## src/rbd_pkg.sv

```systemverilog
`timescale 1ns / 1ps

package rbd_pkg;

  typedef enum logic [2:0] {
    CMD_PUSH_TAIL = 3'd0,
    CMD_PUSH_HEAD = 3'd1,
    CMD_POP_TAIL  = 3'd2,
    CMD_POP_HEAD  = 3'd3,
    CMD_READ_IDX  = 3'd4,
    CMD_WRITE_IDX = 3'd5
  } rbd_cmd_e;

  typedef enum logic [1:0] {
    ST_OK     = 2'd0,
    ST_FULL   = 2'd1,
    ST_EMPTY  = 2'd2,
    ST_BADIDX = 2'd3
  } rbd_status_e;

  typedef struct packed {
    logic [2:0]  command;
    logic [3:0]  index;
    logic [31:0] value_in;
  } rbd_in_t;

  typedef struct packed {
    logic [31:0] value_out;
    logic [4:0]  count;
    logic [1:0]  status;
  } rbd_out_t;

  // classified request handed from the front to the back
  typedef struct packed {
    logic        mem_rd;
    logic        mem_wr;
    logic [31:0] value;
    logic [4:0]  count;
    rbd_status_e status;
  } rbd_op_t;

endpackage

```

## src/rbd_front.sv

```systemverilog
`timescale 1ns / 1ps

module rbd_front #(
  parameter int DEPTH      = 16,
  parameter int DATA_WIDTH = 32,
  localparam int AW        = (DEPTH > 1) ? $clog2(DEPTH) : 1
) (
  input  logic             clk_i,
  input  logic             rst_ni,
  input  logic             in_valid_i,
  input  rbd_pkg::rbd_in_t in_i,
  input  logic             q_full_i,
  output logic             push_o,
  output rbd_pkg::rbd_op_t op_o,
  output logic [AW-1:0]    slot_o
);

  localparam int CW = $clog2(DEPTH + 1);
  localparam int IW = (CW > 4) ? CW : 4;

  logic [AW-1:0] head_q, head_d;
  logic [CW-1:0] count_q, count_d;
  logic          full, empty, idx_ok;
  logic [31:0]   val;

  function automatic logic [AW-1:0] wrap_add(input logic [AW-1:0] base,
                                             input logic [AW-1:0] off);
    logic [AW:0] sum;
    sum = {1'b0, base} + {1'b0, off};
    if (sum >= (AW+1)'(DEPTH)) begin
      sum = sum - (AW+1)'(DEPTH);
    end
    return sum[AW-1:0];
  endfunction

  assign push_o = in_valid_i && !q_full_i;

  assign full   = (count_q == CW'(DEPTH));
  assign empty  = (count_q == '0);
  assign idx_ok = (IW'(in_i.index) < IW'(count_q));
  // element kept at the store width
  assign val    = 32'(DATA_WIDTH'(in_i.value_in));

  always_comb begin
    head_d       = head_q;
    count_d      = count_q;
    slot_o       = '0;
    op_o.mem_rd  = 1'b0;
    op_o.mem_wr  = 1'b0;
    op_o.value   = '0;
    op_o.status  = rbd_pkg::ST_OK;
    case (in_i.command)
      rbd_pkg::CMD_PUSH_TAIL: begin
        if (full) begin
          op_o.status = rbd_pkg::ST_FULL;
        end else begin
          slot_o      = wrap_add(head_q, AW'(count_q));
          op_o.mem_wr = 1'b1;
          op_o.value  = val;
          count_d     = count_q + CW'(1);
        end
      end
      rbd_pkg::CMD_PUSH_HEAD: begin
        if (full) begin
          op_o.status = rbd_pkg::ST_FULL;
        end else begin
          head_d      = (head_q == '0) ? AW'(DEPTH - 1) : head_q - AW'(1);
          slot_o      = head_d;
          op_o.mem_wr = 1'b1;
          op_o.value  = val;
          count_d     = count_q + CW'(1);
        end
      end
      rbd_pkg::CMD_POP_TAIL: begin
        if (empty) begin
          op_o.status = rbd_pkg::ST_EMPTY;
        end else begin
          count_d     = count_q - CW'(1);
          slot_o      = wrap_add(head_q, AW'(count_d));
          op_o.mem_rd = 1'b1;
        end
      end
      rbd_pkg::CMD_POP_HEAD: begin
        if (empty) begin
          op_o.status = rbd_pkg::ST_EMPTY;
        end else begin
          slot_o      = head_q;
          head_d      = wrap_add(head_q, AW'(1));
          count_d     = count_q - CW'(1);
          op_o.mem_rd = 1'b1;
        end
      end
      rbd_pkg::CMD_READ_IDX: begin
        if (!idx_ok) begin
          op_o.status = rbd_pkg::ST_BADIDX;
        end else begin
          slot_o      = wrap_add(head_q, AW'(in_i.index));
          op_o.mem_rd = 1'b1;
        end
      end
      rbd_pkg::CMD_WRITE_IDX: begin
        if (!idx_ok) begin
          op_o.status = rbd_pkg::ST_BADIDX;
        end else begin
          // old value comes back through the read port in the same access
          slot_o      = wrap_add(head_q, AW'(in_i.index));
          op_o.mem_rd = 1'b1;
          op_o.mem_wr = 1'b1;
          op_o.value  = val;
        end
      end
      default: begin
      end
    endcase
    op_o.count = 5'(count_d);
  end

  always_ff @(posedge clk_i or negedge rst_ni) begin
    if (!rst_ni) begin
      head_q  <= '0;
      count_q <= '0;
    end else if (push_o) begin
      head_q  <= head_d;
      count_q <= count_d;
    end
  end

endmodule

```

## src/rbd_queue.sv

```systemverilog
`timescale 1ns / 1ps

module rbd_queue #(
  parameter int AW = 4
) (
  input  logic             clk_i,
  input  logic             rst_ni,
  input  logic             push_i,
  input  rbd_pkg::rbd_op_t op_i,
  input  logic [AW-1:0]    slot_i,
  output logic             full_o,
  output logic             valid_o,
  output rbd_pkg::rbd_op_t op_o,
  output logic [AW-1:0]    slot_o,
  input  logic             pop_i
);

  rbd_pkg::rbd_op_t op_q   [2];
  logic [AW-1:0]    slot_q [2];
  logic             wr_q, rd_q;
  logic [1:0]       cnt_q;

  assign full_o  = (cnt_q == 2'd2);
  assign valid_o = (cnt_q != 2'd0);
  assign op_o    = op_q[rd_q];
  assign slot_o  = slot_q[rd_q];

  always_ff @(posedge clk_i) begin
    if (push_i) begin
      op_q[wr_q]   <= op_i;
      slot_q[wr_q] <= slot_i;
    end
  end

  always_ff @(posedge clk_i or negedge rst_ni) begin
    if (!rst_ni) begin
      wr_q  <= 1'b0;
      rd_q  <= 1'b0;
      cnt_q <= '0;
    end else begin
      if (push_i) begin
        wr_q <= ~wr_q;
      end
      if (pop_i) begin
        rd_q <= ~rd_q;
      end
      case ({push_i, pop_i})
        2'b10:   cnt_q <= cnt_q + 2'd1;
        2'b01:   cnt_q <= cnt_q - 2'd1;
        default: cnt_q <= cnt_q;
      endcase
    end
  end

endmodule

```

## src/rbd_back.sv

```systemverilog
`timescale 1ns / 1ps

module rbd_back #(
  parameter int DEPTH      = 16,
  parameter int DATA_WIDTH = 32,
  localparam int AW        = (DEPTH > 1) ? $clog2(DEPTH) : 1
) (
  input  logic              clk_i,
  input  logic              rst_ni,
  input  logic              valid_i,
  input  rbd_pkg::rbd_op_t  op_i,
  input  logic [AW-1:0]     slot_i,
  output logic              pop_o,
  output logic              out_valid_o,
  input  logic              out_stall_i,
  output rbd_pkg::rbd_out_t out_o
);

  logic [DATA_WIDTH-1:0] mem [DEPTH];
  logic [DATA_WIDTH-1:0] rdata_q;
  rbd_pkg::rbd_op_t      meta_q;
  logic                  out_valid_q;

  // take the next request whenever the output register is free or draining
  assign pop_o = valid_i && (!out_valid_q || !out_stall_i);

  always_ff @(posedge clk_i) begin
    if (pop_o && op_i.mem_wr) begin
      mem[slot_i] <= DATA_WIDTH'(op_i.value);
    end
    if (pop_o && op_i.mem_rd) begin
      rdata_q <= mem[slot_i];
    end
    if (pop_o) begin
      meta_q <= op_i;
    end
  end

  always_ff @(posedge clk_i or negedge rst_ni) begin
    if (!rst_ni) begin
      out_valid_q <= 1'b0;
    end else if (pop_o) begin
      out_valid_q <= 1'b1;
    end else if (!out_stall_i) begin
      out_valid_q <= 1'b0;
    end
  end

  assign out_valid_o     = out_valid_q;
  assign out_o.value_out = meta_q.mem_rd ? 32'(rdata_q) : meta_q.value;
  assign out_o.count     = meta_q.count;
  assign out_o.status    = meta_q.status;

endmodule

```

## src/ring_buffer_deque_top.sv

```systemverilog
`timescale 1ns / 1ps

// Fixed-capacity double-ended queue of DEPTH elements in a circular store.
// Each request pushes or pops at either end, or reads or overwrites the
// element at a logical index from the head, and gives exactly one result with
// a value, the count after the request and a status (ok, full, empty, index
// out of range). Requests are taken at one per cycle unless the input stalls;
// each is held in the queue, then registered in the back's output register,
// where its result is presented. The front updates the head pointer
// and count in the cycle a request is accepted; the back makes one access to
// the single-port-read, single-port-write store per request, which together
// with the pointer update sets the one-per-cycle rate. A two-entry queue
// between them absorbs output stalls before the input stalls.
module ring_buffer_deque_top #(
  parameter int DEPTH      = 16,
  parameter int DATA_WIDTH = 32
) (
  input  logic              clk_i,
  input  logic              rst_ni,
  input  logic              in_valid_i,
  output logic              in_stall_o,
  input  rbd_pkg::rbd_in_t  in_i,
  output logic              out_valid_o,
  input  logic              out_stall_i,
  output rbd_pkg::rbd_out_t out_o
);

  localparam int AW = (DEPTH > 1) ? $clog2(DEPTH) : 1;

  logic             q_full, q_push, q_valid, q_pop;
  rbd_pkg::rbd_op_t f_op, b_op;
  logic [AW-1:0]    f_slot, b_slot;

  assign in_stall_o = q_full;

  rbd_front #(
    .DEPTH      (DEPTH),
    .DATA_WIDTH (DATA_WIDTH)
  ) u_front (
    .clk_i      (clk_i),
    .rst_ni     (rst_ni),
    .in_valid_i (in_valid_i),
    .in_i       (in_i),
    .q_full_i   (q_full),
    .push_o     (q_push),
    .op_o       (f_op),
    .slot_o     (f_slot)
  );

  rbd_queue #(
    .AW (AW)
  ) u_queue (
    .clk_i   (clk_i),
    .rst_ni  (rst_ni),
    .push_i  (q_push),
    .op_i    (f_op),
    .slot_i  (f_slot),
    .full_o  (q_full),
    .valid_o (q_valid),
    .op_o    (b_op),
    .slot_o  (b_slot),
    .pop_i   (q_pop)
  );

  rbd_back #(
    .DEPTH      (DEPTH),
    .DATA_WIDTH (DATA_WIDTH)
  ) u_back (
    .clk_i       (clk_i),
    .rst_ni      (rst_ni),
    .valid_i     (q_valid),
    .op_i        (b_op),
    .slot_i      (b_slot),
    .pop_o       (q_pop),
    .out_valid_o (out_valid_o),
    .out_stall_i (out_stall_i),
    .out_o       (out_o)
  );

endmodule

```

## config.mk

```make
export PLATFORM = sky130hd
export DESIGN_NAME = ring_buffer_deque_top
export DESIGN_NICKNAME = d
export VERILOG_FILES = /design/src/rbd_pkg.sv /design/src/rbd_front.sv /design/src/rbd_queue.sv /design/src/rbd_back.sv /design/src/ring_buffer_deque_top.sv
export SDC_FILE = /design/constraint.sdc
export NUM_CORES = 1
export LEC_CHECK = 0
export BUFFER_PORTS_ARGS = -buffer_cell sky130_fd_sc_hd__buf_2
export CORE_ASPECT_RATIO = 0.9
export CORE_MARGIN = 5
export CORE_UTILIZATION = 45
export CTS_BUF_LIST = sky130_fd_sc_hd__clkbuf_8
export DETAILED_ROUTE_END_ITERATION = 8
export SYNTH_ARGS = -nofsm -noshare
export SYNTH_HDL_FRONTEND = slang
export SYNTH_HIERARCHICAL = 1
export SYNTH_SLANG_ARGS = --single-unit
```

## constraint.sdc

```tcl
create_clock -name clk_i -period 6.65 [get_ports clk_i]
set_input_delay 0 -clock clk_i [delete_from_list [all_inputs] [get_ports clk_i]]
set_output_delay 0 -clock clk_i [all_outputs]
set_load 0.05 [all_outputs]
```

==> flow_summary.ini, run 1 <==
[cells_and_area]
drive_gt1_share_pct = 28.7
final_nets = 1571
layout_commonest_cell = edfxtp_1
fin_cells = 2378
final_core_util_pct = 51.7
layout.area.seq_um2 = 20600
multi_input_area_um2 = 6230
diodes = 0
nFillCells = 4801
layout_common_cells = edfxtp_1 (674), mux4_2 (128), clkbuf_8 (109)
area_growth_pct = 13.9

[yosys]
yosys.area_share.xor_xnor_pct = 0.709
synthMuxAreaShare_pct = 14.4
seq_area_frac_synth_pct = 75.7
synth-simple-area-share_pct = 3.01
synth_top_family_by_area = multiplexers
synth-adder-area-share_pct = 1.05
syn_area_per_cell_um2 = 20.7
syn_inst = 1312
ys_ff_latch = 688
syn_area_um2 = 27200
ys.flop_type = edfxtp_1
synth_fp_nets = 1376
synth_edf_count = 674
synthArstFlopShare_pct = 2.03
ys_warn_count = 6
synth-compound-area-share_pct = 3.16
synth_cell_types = 54

[power]
p_leak_nw = 10.4
peakVddDrop_mv = 0.350
power_density_nw_per_um2 = 467

[clocking]
cts_tree = done
cts_buffers = 107
htreeDepth = 3
cts.clk_slew.worst_paths_ns = 0.06
clock-root-buffer = clkbuf_8
insertion_delay_ns = 0.71
cts.path.max_buffers = 3
cts_sinks = 688

[timing]
fin_crit_ns = 3.72
fin_crit_sh_pct = 55.9
fmax_ghz = 0.269
hold_violations = 0
skew_ns = 0.0251
slew-limit-headroom_pct = 30.0
setup_viol = 0
fin_ws_ns = 2.93
tightest_slew_ns = 1.05
final_max_slew_viol_count = 0
tns_ns = 0
rsz0062_at_grt = false
timing.hold.ws_ns = 0.0449

[global_route]
grt_max_degree = 55
antenna_found_initial = 1
grt_pass1_wl_um = 90100
grt-ovfl-total = 0
grtUsageTotal_pct = 18.3
grt_pass1_vias = 14100

[route]
drtPass1Iterations = 5
via_count = 13200
viasPerCell = 5.56
route.detailed.drc = 0
post_drt_wl_per_cell_um = 25.1
drtIter0Drc = 1106
postRouteAntennaNets = 0
finalWirelength_um = 59800

[floorplanning]
die_height_um = 243
initial_core_util_pct = 45.4
rows = 85
core_um2 = 59900
pin_count = 84
die_x_um = 269
die_area_um2 = 65400

[worst_hold_path]
worst_hold_path_type = input pin to flip-flop
hold_start = in_i[34]

[worst_setup_path]
cp-endpoint = u_back/mem[7][0]
cp_max_fo = 44
end_kind = flip-flop
arrival_ns = 4.09
startpoint = u_queue/rd_q
rr_worst_depth = 5
cp_data_required_time_ns = 7.02
ff2ff_setup_slack_ns = 2.93
worstSetupPathType = flip-flop to flip-flop
setup.worst_path.start_class = flip-flop
r2r-start = u_queue/rd_q
reg2reg_to = u_back/mem[7][0]

[place]
io_buffer_count = 83
place_ws_ns = 2.88
dp.cells = 2138
gp_congestion = 0.799
hpwl_um = 32400

[run]
maxCapViolCount = 0

[status]
status = finished clean
-- synth_stat cells (2+ instances only) --
| cell type | n | area share, % |
|---|---|---|
| buf_6 | 11 | 0.46 |
| buf_12 | 4 | 0.29 |
| nor3_1 | 9 | 0.17 |
| mux2_1 | 26 | 1.1 |
| and3_1 | 2 | 0.046 |
| o21ai_0 | 9 | 0.17 |
| and2_1 | 6 | 0.14 |
| nand4b_1 | 2 | 0.064 |
| nor2_1 | 34 | 0.47 |
| nand4bb_1 | 2 | 0.083 |
| nand3_1 | 8 | 0.15 |
| a22oi_1 | 68 | 1.9 |
| clkbuf_1 | 36 | 0.50 |
| nor2b_1 | 37 | 0.85 |
| buf_2 | 14 | 0.26 |
| o31ai_1 | 2 | 0.055 |
| inv_1 | 14 | 0.19 |
| a211oi_1 | 2 | 0.055 |
| fa_1 | 3 | 0.22 |
| xor2_1 | 12 | 0.39 |
| o221ai_1 | 3 | 0.097 |
| buf_4 | 8 | 0.22 |
| o211ai_1 | 3 | 0.083 |
| mux2_2 | 12 | 0.50 |
| buf_1 | 3 | 0.041 |
| a21oi_2 | 3 | 0.097 |
| ha_1 | 18 | 0.83 |
| a21o_1 | 2 | 0.055 |
| or2_2 | 3 | 0.069 |
| xnor2_1 | 10 | 0.32 |
| a31oi_1 | 3 | 0.069 |
| mux4_2 | 128 | 11 |
| dfrtp_1 | 14 | 1.3 |
| edfxtp_1 | 674 | 74 |
| o22ai_1 | 2 | 0.046 |
| a221o_1 | 2 | 0.074 |
| nand2b_1 | 4 | 0.092 |
| a21oi_1 | 18 | 0.33 |
| nand2_1 | 48 | 0.66 |
| mux2_4 | 39 | 2.2 |
-- registers in the layout, summed over array words and instances, names as in the netlist --
name / cells
u_back/mem: 512
u_back/meta_q: 33
u_back/out_o: 7
u_back/out_valid_o: 1
u_back/rdata_q: 32
u_front/count_q: 5
u_front/head_q: 4
u_queue/cnt_q: 2
u_queue/op_q: 82
u_queue/rd_q: 1
u_queue/slot_q: 8
u_queue/wr_q: 1
-- critical path: stages (launching register included) --
cell and delay (ns):
dfrtp_4 0.43, buf_4 0.76, mux2_2 0.55, nand2b_1 0.37
nor2_4 0.85, buf_4 0.41
-- layout make-up --
class                           count  area share (%)
Clock buffer                      109            4.85
Clock inverter                     88            1.58
Inverter                           15           0.182
Multi-Input combinational cell    533            20.1
Sequential cell                   688            66.5
Tap cell                          783            3.16
Timing Repair Buffer              162            3.60
-- layer usage --
| layer | vias to the layer above | track usage, % | part of all wire [%] |
|---|---|---|---|
| met1 | 6957 | 26.3 | 45 |
| met5 | - | 0 | 0 |
| li1 | 5750 | - | - |
| met3 | 101 | 4.04 | 5.8 |
| met2 | 403 | 28.7 | 47 |
| met4 | 0 | 5.01 | 2.2 |
-- stage by stage --
stage	power, W	cell area [um^2]
2_1_floorplan	0.00995	27200
3_5_place_dp	0.0113	28500
6_report	0.0145	31000
4_1_cts	0.0146	31000
5_1_grt	0.0152	31000
3_3_place_gp	0.0112	28500
-- power breakdown --
group | total [W] | internal (W) | switching (W)
logic | 0.00492 | 0.00178 | 0.00314
clock network | 0.00331 | 0.00168 | 0.00162
registers | 0.00625 | 0.00602 | 0.000227
total | 0.0145 | 0.00948 | 0.00499
-- logic make-up after synthesis --
kind of cell    Yosys count
xor+xnor                 22
compound gates          122
fa+ha+maj                21
buf+inv                  91
simple gates            162
flops                   688
mux                     206
-- worst min path at each step --
stage / endpoint / slack, ns / cells past startpoint
after floorplan: u_back/out_valid_o / -0.30 / 0
after global placement: u_back/out_valid_o / -0.06 / 1
after detailed placement: u_back/out_valid_o / -0.05 / 1
after CTS: u_queue/slot_q[0][2] / 0.003 / 5
after global routing: u_queue/slot_q[0][2] / 0.05 / 5
final: u_queue/slot_q[0][2] / 0.04 / 5
-- timing repair --
action                                 4_1_cts  5_1_grt
endpoints found under the hold margin      108        0
buffers inserted                             0        0
hold buffers                                43        0
gates resized for setup                      0        0
No activity file was read; power rests on OpenSTA's default activity.
==> run 2, diff against run 1 <==
- ABC_AREA: default -> 1
- clock period: 6.65 -> 3 ns (I/O delays scaled with it)
==> run 2 against run 1 <==
- sequential power rose by 130%
- combinational power rose to 3.0 times the previous value
- sequential cell count did not move
- die area grew 8.8%
- synthesized cell count is 110% higher
==> flow_summary.ini, run 2 <==
[clocking]
htreeDepth = 3
cts_buffers = 112
clock-root-buffer = clkbuf_8
ctsResizeCount = 0
insertion_delay_ns = 0.71
cts_tree = done
cts.path.max_buffers = 3
cts_sinks = 688
cts.clk_slew.worst_paths_ns = 0.06

[power]
power.total_w = 0.0365
peakVddDrop_mv = 1.52
p_leak_nw = 14.3
power_density_nw_per_um2 = 1080

[status]
status = finished clean

[cells_and_area]
nFillCells = 5770
reg_top3 = u_back/mem x512, u_queue/op_q x82, u_back/meta_q x33
drive_gt1_share_pct = 13.1
final_core_util_pct = 51.6
largest_reg_flops = 512
final_nets = 3015
layout_common_cells = nand2_1 (1519), edfxtp_1 (674), inv_1 (195)
area_growth_pct = 13.8
top_register = u_back/mem
layout_commonest_cell = nand2_1
diodes = 0

[global_route]
grtUsageTotal_pct = 19.8
antenna_found_initial = 3
grt-ovfl-total = 0
grt_max_degree = 144
grt_pass1_vias = 19000
grt_pass1_wl_um = 110000

[yosys]
syn_area_per_cell_um2 = 10.8
ys.flop_type = edfxtp_1
ys_top_cells_by_area = edfxtp_1 (68%), nand2_1 (19%), inv_1 (2.0%)
synth_top_area_share_pct = 68.2
seq_area_frac_synth_pct = 69.4
ys_top_cells_by_count = nand2_1 (1520), edfxtp_1 (674), inv_1 (157)
synth_most_common_cell = nand2_1
synth_top_area_cell = edfxtp_1
ys_ff_latch = 688
syn_inst = 2748
synth_fp_nets = 2812
syn_area_um2 = 29700
ys_warn_count = 6
synthArstFlopShare_pct = 2.03
synth_cell_types = 37
synth_edf_count = 674

[route]
via_count = 19200
drtIter0Drc = 1452
finalWirelength_um = 70700
route.detailed.drc = 0
drtPass1Iterations = 7
viasPerCell = 4.91
postRouteAntennaNets = 0
post_drt_wl_per_cell_um = 18.1

[place]
gp_congestion = 0.832
io_buffer_count = 83
hpwl_um = 40300

[worst_setup_path]
arrival_ns = 3.11
worstSetupPathType = flip-flop to flip-flop
critPathSlowestCell = dlygate4sd3_1
end_kind = flip-flop
cp_max_fo = 7
setup.worst_path.start_class = flip-flop
cp_data_required_time_ns = 3.44
critPathMaxStageDelay_ns = 0.59
crit_chain = inv_1 -> ha_1 -> a21oi_1 -> dlygate4sd3_1 -> nand2_1 -> nand2_1 -> dlygate4sd3_1

[timing]
tns_ns = 0
tightest_slew_ns = 0.787
rsz0062_at_grt = false
final_max_slew_viol_count = 0
fin_crit_sh_pct = 89.1
skew_ns = 0.0374
setup_viol = 0
hold_violations = 0
fin_crit_ns = 2.67
fmax_ghz = 0.374
slew-limit-headroom_pct = 47.5

[run]
maxCapViolCount = 0

[floorplanning]
core_um2 = 65500
die_area_um2 = 71200
initial_core_util_pct = 45.3
pin_count = 84
die_x_um = 281
rows = 89
die_height_um = 254

[worst_hold_path]
worst_hold_path_type = input pin to flip-flop
## run 2: cell type report
class                   instances  area (um^2)  share of cell area [%]
well taps                     864         1080                    3.20
flip-flops and latches        688        20600                    61.0
clock buffers                 118         1620                    4.81
repair buffers                218         1690                    5.01
multi-input cells            1772         7750                    23.0
inverters                     159          604                    1.79
clock inverters                88          423                    1.25
## run 2: worst paths after layout
| check | slack (ns) | startpoint | depth (start not counted) | endpoint |
|---|---|---|---|---|
| min in group asynchronous | 0.44 | rst_ni | 3 | u_front/count_q[0] |
| worst min register to register | 0.49 | u_queue/cnt_q[1] | 2 | u_queue/cnt_q[1] |
| worst max register to register | 0.33 | u_front/count_q[1] | 7 | u_queue/op_q[0][3] |
| worst max-delay path | 0.33 | u_front/count_q[1] | 7 | u_queue/op_q[0][3] |
| worst min-delay path | 0.12 | out_stall_i | 4 | u_back/out_valid_o |
| max in group asynchronous | 2.01 | rst_ni | 3 | u_queue/rd_q |
## run 2: what timing repair did
| item | in CTS | in global routing |
|---|---|---|
| hold endpoints to repair | 114 | 0 |
| setup buffers | 0 | 0 |
| hold buffers | 45 | 0 |
## run 2: logic make-up after synthesis
logic type | share of synthesized area (%)
mux | 1.21
simple gates | 20.8
compound gates | 2.20
buf+inv | 5.09
xor+xnor | 0.384
fa+ha+maj | 0.961
flops | 69.4
## run 2: worst max-delay path: cells and delay by family, from the launching register on
kind                       cells  cell delay [ns]
buffers and inverters          3             1.34
DFF                            1             0.49
adders and majority gates      1             0.36
and+or+nand+nor                2             0.14
AOI/OAI and AO/OA              1             0.08
## run 2: power breakdown
group | switching, W | internal, W | leakage (nW)
Combinational | 0.0110 | 0.00394 | 6.75
Clock | 0.00363 | 0.00380 | 1.20
Sequential | 0.000474 | 0.0136 | 6.37
Total | 0.0151 | 0.0213 | 14.3
## run 2: through the flow
step           std cells  setup WS [ns]  hold slack, ns  area [um^2]
4_1_cts             3906          0.304          0.0331        33800
3_5_place_dp        3655          0.575         -0.0516        31300
5_1_grt             3907          0.154           0.137        33800
3_3_place_gp        3655          0.664         -0.0500        31300
6_report            3907          0.326           0.124        33800
2_1_floorplan       2748         -0.219          -0.296        29700
## run 2: metal layers
metal  vias to the layer above  share of wire (%)  GRT usage (%)
met3                        98                6.4           3.25
met4                         0                2.1           5.82
li1                       9344                  -              -
met2                       588                 47           32.0
met5                         -                  0              0
met1                      9137                 45           28.0
==> run 3, diff against run 2 <==
- CORE_UTILIZATION: 45 -> 40
- CTS_BUF_LIST: sky130_fd_sc_hd__clkbuf_8 -> sky130_fd_sc_hd__clkbuf_16
==> run 3 against run 2 <==
- power grew 4.1%
- hold slack lost 0.038 ns
- via count shrank 1.2%
- worst setup slack gained 0.080 ns
- sequential cell count is the same
- design area grew 1.5%
==> flow_summary.ini, run 3 (same netlist as run 2, synthesis figures left out) <==
[status]
status = finished clean

[worst_setup_path]
rr_worst_depth = 12
setup.worst_path.start_class = flip-flop
worstSetupPathType = flip-flop to flip-flop
arrival_ns = 3.06
reg2reg_to = u_back/rdata_q[29]
startpoint = u_queue/rd_q
ff2ff_setup_slack_ns = 0.41
end_kind = flip-flop
cp_data_required_time_ns = 3.46
r2r-start = u_queue/rd_q
cp_max_fo = 83

[clocking]
cts_tree = done
insertion_delay_ns = 0.61
cts_setup_buffers = 0
ctsResizeCount = 0
cts_buffers = 73
cts_sinks = 688
cts.clk_slew.worst_paths_ns = 0.06
htreeDepth = 3
clock-root-buffer = clkbuf_16
cts.path.max_buffers = 3

[cells_and_area]
final_core_util_pct = 46.7
reg_top3 = u_back/mem x512, u_queue/op_q x82, u_back/meta_q x33
fin_area_um2 = 34300
drive_gt1_share_pct = 12.3
nFillCells = 6623
largest_reg_flops = 512
layout_commonest_cell = nand2_1
fin_cells = 3928
final_nets = 2977
area_growth_pct = 15.5
top_register = u_back/mem
layout_common_cells = nand2_1 (1519), edfxtp_1 (674), inv_1 (164)

[floorplanning]
pin_count = 84
initial_core_util_pct = 40.4
die_x_um = 297
rows = 94
die_height_um = 268
die_area_um2 = 79700
core_um2 = 73400

[route]
postRouteAntennaNets = 0
route.detailed.drc = 0
viasPerCell = 4.82
drtPass1Iterations = 5
post_drt_wl_per_cell_um = 18.3
drtIter0Drc = 1543
finalWirelength_um = 72100
via_count = 18900

[timing]
fin_crit_ns = 2.59
setup_viol = 0
timing.hold.ws_ns = 0.0863
final_max_slew_viol_count = 0
skew_ns = 0.0234
slew-limit-headroom_pct = 18.6
tns_ns = 0
fmax_ghz = 0.386
rsz0062_at_grt = false
hold_violations = 0
fin_crit_sh_pct = 86.5
tightest_slew_ns = 1.21

[worst_hold_path]
worst_hold_path_type = input pin to flip-flop
min_to = u_queue/slot_q[1][3]
min_path_cells = 7
hold_start = in_i[35]

[place]
gp_congestion = 0.863
io_buffer_count = 83
postPlaceCellArea_um2 = 31500
dp.cells = 3757
hpwl_um = 41900

[power]
power_density_nw_per_um2 = 1110
peakVddDrop_mv = 0.878
p_leak_nw = 14.3

[global_route]
grtUsageTotal_pct = 18.0
grt_max_degree = 96
grt-ovfl-total = 0
grt_pass1_wl_um = 111000
antenna_found_initial = 0
grt_pass1_vias = 18700

[run]
maxCapViolCount = 0
-- run 3: worst max-delay path by stage --
stage / end / slack (ns) / depth (start not counted)
2_1_floorplan: u_back/mem[0][0] / -0.22 / 10
3_3_place_gp: u_back/rdata_q[22] / 0.43 / 12
3_5_place_dp: u_back/rdata_q[22] / 0.40 / 12
4_1_cts: u_back/rdata_q[22] / 0.39 / 12
5_1_grt: u_back/rdata_q[22] / 0.15 / 12
6_report: u_back/rdata_q[29] / 0.41 / 12
-- run 3: worst max-delay path, cell delays in order (launching register included) --
cell	delay (ns)
dfrtp_4	0.69
nand2_1	0.16
o21ai_4	0.16
buf_12	0.35
buf_12	0.37
nand2_1	0.11
nand2_1	0.08
nand2_1	0.04
nand2_1	0.09
nand2_1	0.05
nand2_1	0.10
inv_1	0.08
nand2_1	0.06
-- run 3: per-layer routing --
metal	part of all wire [%]	routed length, um	vias to the layer above	track usage (%)
li1	-	-	9265	-
met1	44	31700	9053	24.7
met2	48	34800	529	30.5
met3	5.9	4240	87	2.53
met4	1.8	1300	0	4.62
met5	0	0	-	0
-- run 3: timing repair --
item | 4_1_cts | 5_1_grt
hold buffers | 41 | 0
setup endpoints to repair | 0 | 0
hold endpoints to repair | 104 | 0
-- run 3: report_power, final --
group | switching, W | total (W) | internal, W
clock network | 0.00360 | 0.00883 | 0.00522
logic | 0.0110 | 0.0150 | 0.00393
registers | 0.000575 | 0.0142 | 0.0136
-- run 3: cell type report --
type	count	area [um^2]	area share, %
antenna	1	2.50	0.00730
clock buffer	75	1880	5.48
clock inverter	54	467	1.36
inverter	159	604	1.76
multi-input combinational	1772	7750	22.6
sequential	688	20600	60.1
tap	960	1200	3.51
timing repair buffer	219	1760	5.15
-- run 3: through the flow --
stage | total power [W] | setup WS, ns
after global placement | 0.0292 | 0.429
after CTS | 0.0383 | 0.387
after global routing | 0.0404 | 0.148
final | 0.0380 | 0.406
after detailed placement | 0.0294 | 0.403
after floorplan | 0.0247 | -0.219
